**config.mk**
```make
export PLATFORM = sky130hd
export DESIGN_NAME = nsba_addr
export DESIGN_NICKNAME = d
export VERILOG_FILES = /design/src/rtl/nsba_pkg.sv /design/src/rtl/nsba_addr.sv
export SDC_FILE = /design/constraint.sdc
export NUM_CORES = 1
export LEC_CHECK = 0
export BUFFER_PORTS_ARGS = -buffer_cell sky130_fd_sc_hd__clkbuf_2
export CAP_MARGIN = 20
export CORE_MARGIN = 2
export CORE_UTILIZATION = 35
export CTS_CLUSTER_SIZE = 28
export DETAILED_ROUTE_END_ITERATION = 6
export GPL_TIMING_DRIVEN = 0
export HOLD_SLACK_MARGIN = 0.15
export SLEW_MARGIN = 0
export SYNTH_ARGS = -nofsm -noshare
export SYNTH_HDL_FRONTEND = slang
export SYNTH_SLANG_ARGS = --single-unit
```
**constraint.sdc**
```tcl
create_clock -name clk -period 5.63 [get_ports clk]
set_input_delay 0 -clock clk [delete_from_list [all_inputs] [get_ports clk]]
set_output_delay 0 -clock clk [all_outputs]
set_load 0.01 [all_outputs]
```
**src/rtl/nsba_pkg.sv**
```systemverilog
// ----------------------------------------------------------------------------
// nsba_pkg
// Shared types and constants for the nearest-neighbor stretch blit address
// generator.
// ----------------------------------------------------------------------------
package nsba_pkg;

	localparam int POS_W   = 12;
	localparam int SPAN_W  = 13;
	localparam int STR_W   = 14;
	localparam int ADDR_W  = 32;
	localparam int PROD_W  = POS_W + SPAN_W;
	localparam int QUOT_W  = SPAN_W;
	localparam int CELLS   = QUOT_W;
	localparam int COORD_W = SPAN_W + 1;
	localparam int MUL_W   = COORD_W + STR_W;

	typedef enum logic [2:0] {
		REG_SRC_WIDTH  = 3'd0,
		REG_SRC_HEIGHT = 3'd1,
		REG_SRC_PITCH  = 3'd2,
		REG_SRC_BASE   = 3'd3,
		REG_DST_WIDTH  = 3'd4,
		REG_DST_HEIGHT = 3'd5,
		REG_DST_PITCH  = 3'd6,
		REG_DST_BASE   = 3'd7
	} reg_idx_t;

	typedef struct packed {
		logic [POS_W-1:0]  src_left;
		logic [POS_W-1:0]  src_top;
		logic [SPAN_W-1:0] src_span_x;
		logic [SPAN_W-1:0] src_span_y;
		logic [POS_W-1:0]  dst_left;
		logic [POS_W-1:0]  dst_top;
		logic [SPAN_W-1:0] dst_span_x;
		logic [SPAN_W-1:0] dst_span_y;
		logic [POS_W-1:0]  out_col;
		logic [POS_W-1:0]  out_row;
	} req_t;

	typedef struct packed {
		logic              write_enable;
		logic [ADDR_W-1:0] src_address;
		logic [ADDR_W-1:0] dst_address;
		logic              bad_params;
	} rsp_t;

	typedef struct packed {
		logic [SPAN_W-1:0] src_width;
		logic [SPAN_W-1:0] src_height;
		logic [STR_W-1:0]  src_pitch;
		logic [ADDR_W-1:0] src_base;
		logic [SPAN_W-1:0] dst_width;
		logic [SPAN_W-1:0] dst_height;
		logic [STR_W-1:0]  dst_pitch;
		logic [ADDR_W-1:0] dst_base;
	} cfg_t;

	typedef struct packed {
		logic              valid;
		logic              bad;
		logic              in_range;
		logic [PROD_W-1:0] rem_y;
		logic [PROD_W-1:0] rem_x;
		logic [PROD_W-1:0] div_y;
		logic [PROD_W-1:0] div_x;
		logic [QUOT_W-1:0] quo_y;
		logic [QUOT_W-1:0] quo_x;
		logic [POS_W-1:0]  top;
		logic [POS_W-1:0]  left;
		logic [SPAN_W-1:0] dst_y;
		logic [SPAN_W-1:0] dst_x;
	} pkt_t;

endpackage

```
**src/rtl/nsba_addr.sv**
```systemverilog
// ----------------------------------------------------------------------------
// nsba_addr
// Clip check, row-times-stride products and final byte address sums.
// ----------------------------------------------------------------------------
module nsba_addr (
	input  logic           clk,
	input  logic           arst_n,
	input  logic           adv,
	input  nsba_pkg::cfg_t cfg,
	input  nsba_pkg::pkt_t pkt_in,
	output logic           valid,
	output nsba_pkg::rsp_t rsp
);

	logic [nsba_pkg::COORD_W-1:0] sy, sx;
	logic                         ok;
	logic                         valid_s1, valid_s2;
	logic                         bad_s1, ok_s1;
	logic [nsba_pkg::MUL_W-1:0]   sprod_s1, dprod_s1;
	logic [nsba_pkg::COORD_W-1:0] sx_s1, dx_s1;
	logic [nsba_pkg::MUL_W-1:0]   ssum, dsum;
	nsba_pkg::rsp_t               rsp_s2;

	always_comb begin
		sy = nsba_pkg::COORD_W'(pkt_in.top) + nsba_pkg::COORD_W'(pkt_in.quo_y);
		sx = nsba_pkg::COORD_W'(pkt_in.left) + nsba_pkg::COORD_W'(pkt_in.quo_x);
		ok = !pkt_in.bad && pkt_in.in_range
			&& (sy < nsba_pkg::COORD_W'(cfg.src_height))
			&& (sx < nsba_pkg::COORD_W'(cfg.src_width));
	end

	always_ff @(posedge clk or negedge arst_n) begin
		if (!arst_n) begin
			valid_s1 <= 1'b0;
			valid_s2 <= 1'b0;
		end else if (adv) begin
			valid_s1 <= pkt_in.valid;
			valid_s2 <= valid_s1;
		end
	end

	always_ff @(posedge clk) begin
		if (adv) begin
			bad_s1   <= pkt_in.bad;
			ok_s1    <= ok;
			sprod_s1 <= nsba_pkg::MUL_W'(sy) * nsba_pkg::MUL_W'(cfg.src_pitch);
			dprod_s1 <= nsba_pkg::MUL_W'(pkt_in.dst_y) * nsba_pkg::MUL_W'(cfg.dst_pitch);
			sx_s1    <= sx;
			dx_s1    <= nsba_pkg::COORD_W'(pkt_in.dst_x);
		end
	end

	always_comb begin
		ssum = sprod_s1 + nsba_pkg::MUL_W'(sx_s1);
		dsum = dprod_s1 + nsba_pkg::MUL_W'(dx_s1);
	end

	always_ff @(posedge clk) begin
		if (adv) begin
			rsp_s2.write_enable <= ok_s1;
			rsp_s2.bad_params   <= bad_s1;
			rsp_s2.src_address  <= ok_s1 ?
				cfg.src_base + nsba_pkg::ADDR_W'({ssum, 2'b00}) : '0;
			rsp_s2.dst_address  <= ok_s1 ?
				cfg.dst_base + nsba_pkg::ADDR_W'({dsum, 2'b00}) : '0;
		end
	end

	assign valid = valid_s2;
	assign rsp   = rsp_s2;

endmodule

```
==> flow_summary.ini <==
[outcome]
status = finished, violations left
violations = negative setup slack

[grt]
gr-total-overflow = 0
grt.total_usage_pct = 17.9
grt_first_pass_wirelength_microns = 101000
antenna_found_initial = 3
grt_start_max_net_pins = 84
grt_pass1_vias = 19162

[placement]
place_area_sq_um = 26700
gp_congestion = 0.905
pre_cts_slack_ps = -2150
io_buffers = 266
hpwl_microns = 52000
placedCellCount = 3732

[setup_path]
critPathKind = input pin to register
endpoint_kind = register
cp_max_fo = 5
cp.required_ps = 5820
start_kind = input pin
ff2ff_setup_slack_ps = 490
crit_arrival_ps = 6710

[synth]
synth_cell_types = 91
synth_edf_count = 150
yosysWarnings = 0
synth_area_sq_um = 24000
ys_seq_area_share_pct = 19.0
ys_ff_latch = 152
async_flop_share_pct = 1.32
ys.flop_type = edfxtp_1
postSynthCellCount = 2583
synth_area_per_cell_sq_um = 9.29
syn-num-nets = 3483

[sta]
hold_viol_final = 0
finClkSkew_ps = 17.7
setup_ws_ps = -891
period_minus_slack_ps = 6520
tightestPinTransition_ps = 819
hold_ws_ps = 175
fmax_ghz = 0.153
setup_violations = 18
maxSlewViolCount = 0
maxSlewHeadroom_pct = 45.4
rsz0062_at_grt = true
finalCritPeriodShare_pct = 116

[detailed_routing]
wl_microns = 63500
drcViolationCount = 0
first_pass_iters = 6
wire_per_inst_microns = 16.3
antenna_left = 0
drt-vias-per-instance = 4.91
via_count = 19105
drt_iter0_markers = 1192

[die]
coreArea_sq_um = 68200
fp.dieH_microns = 266
die_area_sq_um = 70700
row_count = 96
initial_utilization_pct = 35.2
dieWidth_microns = 266
ios = 393

[job]
cap_viol_max_count = 0

[clock_tree]
htree_num_levels = 4
clk_latency_ps = 450
cts-buffers-inserted = 17
cts_buffer_depth = 2
cts_sinks = 152
clk_pin_slew_ps = 70
cts_tree = done
cts-root-buf = clkbuf_16

[cells_and_area]
final_cell_area_sq_um = 29000
drive_gt1_share_pct = 16.0
final_net_count = 3897
area_delta_synth_final_pct = 20.8
fin_cells = 3895

[worst_hold_path]
hold_class = input pin to register
-- cell usage in the layout, fill, tap and decap left out, types with 7 or more instances in the layout --
cell type	Yosys	final
buf_4	1	43
nor2_1	123	117
nand3_1	28	26
nor3_1	26	26
a21o_1	59	59
mux2_2	9	7
inv_1	366	357
mux2i_1	21	19
fa_1	279	275
o21a_1	31	30
o211ai_1	10	10
and2_1	166	163
ha_1	295	278
ha_4	0	17
a31oi_1	14	14
a21oi_1	121	116
clkbuf_16	0	17
nand2b_1	44	44
nor2_2	1	7
clkbuf_1	78	67
clkbuf_2	0	264
nand2_1	320	313
xnor2_1	97	89
o21ai_0	71	63
xor2_1	48	47
and3_1	16	16
nor2b_1	19	17
inv_2	0	9
a211oi_1	20	18
edfxtp_1	150	150
nand4_1	15	15
dlygate4sd3_1	0	82
buf_6	1	13
o21bai_1	18	18
xnor2_2	0	8
-- cell type report --
cell class                 instances  area (sq um)
antenna                            3          7.51
tap                              882          1100
buffer                            82           394
multi-input combinational       1979         18300
timing repair buffer             399          2630
clock inverter                    14           189
fill                            6645         39200
clock buffer                      18           429
inverter                         366          1370
sequential                       152          4550
-- cells in the mapped netlist (4+ instances only) --
cell | n | area, sq um
a2111oi_0 | 7 | 61.3
a211o_1 | 5 | 43.8
a211oi_1 | 20 | 150
a21boi_0 | 4 | 30.0
a21o_1 | 59 | 443
a21oi_1 | 121 | 606
a221o_1 | 6 | 60.1
a311oi_1 | 4 | 35.0
a31oi_1 | 14 | 87.6
and2_1 | 166 | 1040
and3_1 | 16 | 100
and4_1 | 5 | 43.8
clkbuf_1 | 78 | 293
edfxtp_1 | 150 | 4500
fa_1 | 279 | 5590
ha_1 | 295 | 3690
inv_1 | 366 | 1370
mux2_2 | 9 | 101
mux2i_1 | 21 | 210
nand2_1 | 320 | 1200
nand2b_1 | 44 | 275
nand3_1 | 28 | 140
nand4_1 | 15 | 93.8
nor2_1 | 123 | 462
nor2b_1 | 19 | 119
nor3_1 | 26 | 130
nor4_1 | 4 | 25.0
o2111ai_1 | 4 | 35.0
o211ai_1 | 10 | 75.1
o21a_1 | 31 | 233
o21ai_0 | 71 | 355
o21bai_1 | 18 | 135
o31ai_1 | 6 | 45.0
or3_1 | 6 | 37.5
xnor2_1 | 97 | 850
xor2_1 | 48 | 420
-- metrics by stage --
step / setup TNS [ps] / util [%]
after floorplan: -8950 / -
after global placement: -26510 / 39.0
after detailed placement: -28460 / 39.1
after CTS: -9870 / 42.0
after global routing: -13120 / 42.5
final: -9470 / 42.5
-- kinds of logic after synthesis --
family          synth area share (%)
xor+xnor                        5.29
compound gates                  12.7
fa+ha+maj                       38.7
mux                             1.30
buf+inv                         7.13
flops                           19.0
simple gates                    15.9
-- registers in the layout (all words and copies together), names as in the netlist --
signal / flops
rsp: 66
sprod_s1: 28
dprod_s1: 27
sx_s1: 14
dx_s1: 13
bad_s1: 1
ok_s1: 1
valid: 1
valid_s1: 1
-- critical path, stage by stage --
cell and delay (ps):
buf_8 100, ha_4 220, a21o_1 160, a21o_1 230
a2111oi_4 340, o31ai_2 130, nor2_2 160, xnor2_2 120
clkbuf_8 190, and2_1 180, fa_1 510, inv_1 50
fa_1 480, inv_1 70, fa_1 480, fa_1 500
fa_1 490, inv_1 50, fa_1 490, inv_2 50
ha_4 240, a21oi_4 190, o311ai_4 160, o41ai_4 330
nor3b_4 100, o21a_1 220, o2111a_1 240, a211o_1 230
-- metal layers --
| layer | up-vias | global-route usage [%] | wire length [microns] |
|---|---|---|---|
| li1 | 9442 | - | - |
| met1 | 9173 | 25.4 | 30400 |
| met2 | 406 | 28.4 | 29000 |
| met3 | 84 | 1.89 | 2460 |
| met4 | 0 | 5.97 | 1630 |
| met5 | - | 0 | 0 |
-- what timing repair did --
item | 4_1_cts | 5_1_grt
endpoints found under the hold margin | 83 | 0
buffers inserted | 41 | 13
hold buffers | 82 | 0
setup endpoints to repair | 17 | 21
gates resized for setup | 56 | 60
pin swaps | 43 | 53
-- path summary, 6_finish.rpt --
kind | startpoint | end | depth (start not counted)
hold / removal | pkt_in[38] | sprod_s1[0] | 3
setup / recovery | pkt_in[39] | sprod_s1[20] | 28
setup reg to reg | dprod_s1[0] | rsp[30] | 17
min in group asynchronous | arst_n | valid | 3
max in group asynchronous | arst_n | valid_s1 | 3
hold reg to reg | bad_s1 | rsp[0] | 0
Power is left out: the tool's default activity adds up to more than one toggle a clock period on the data nets, which glitch-free logic cannot reach.
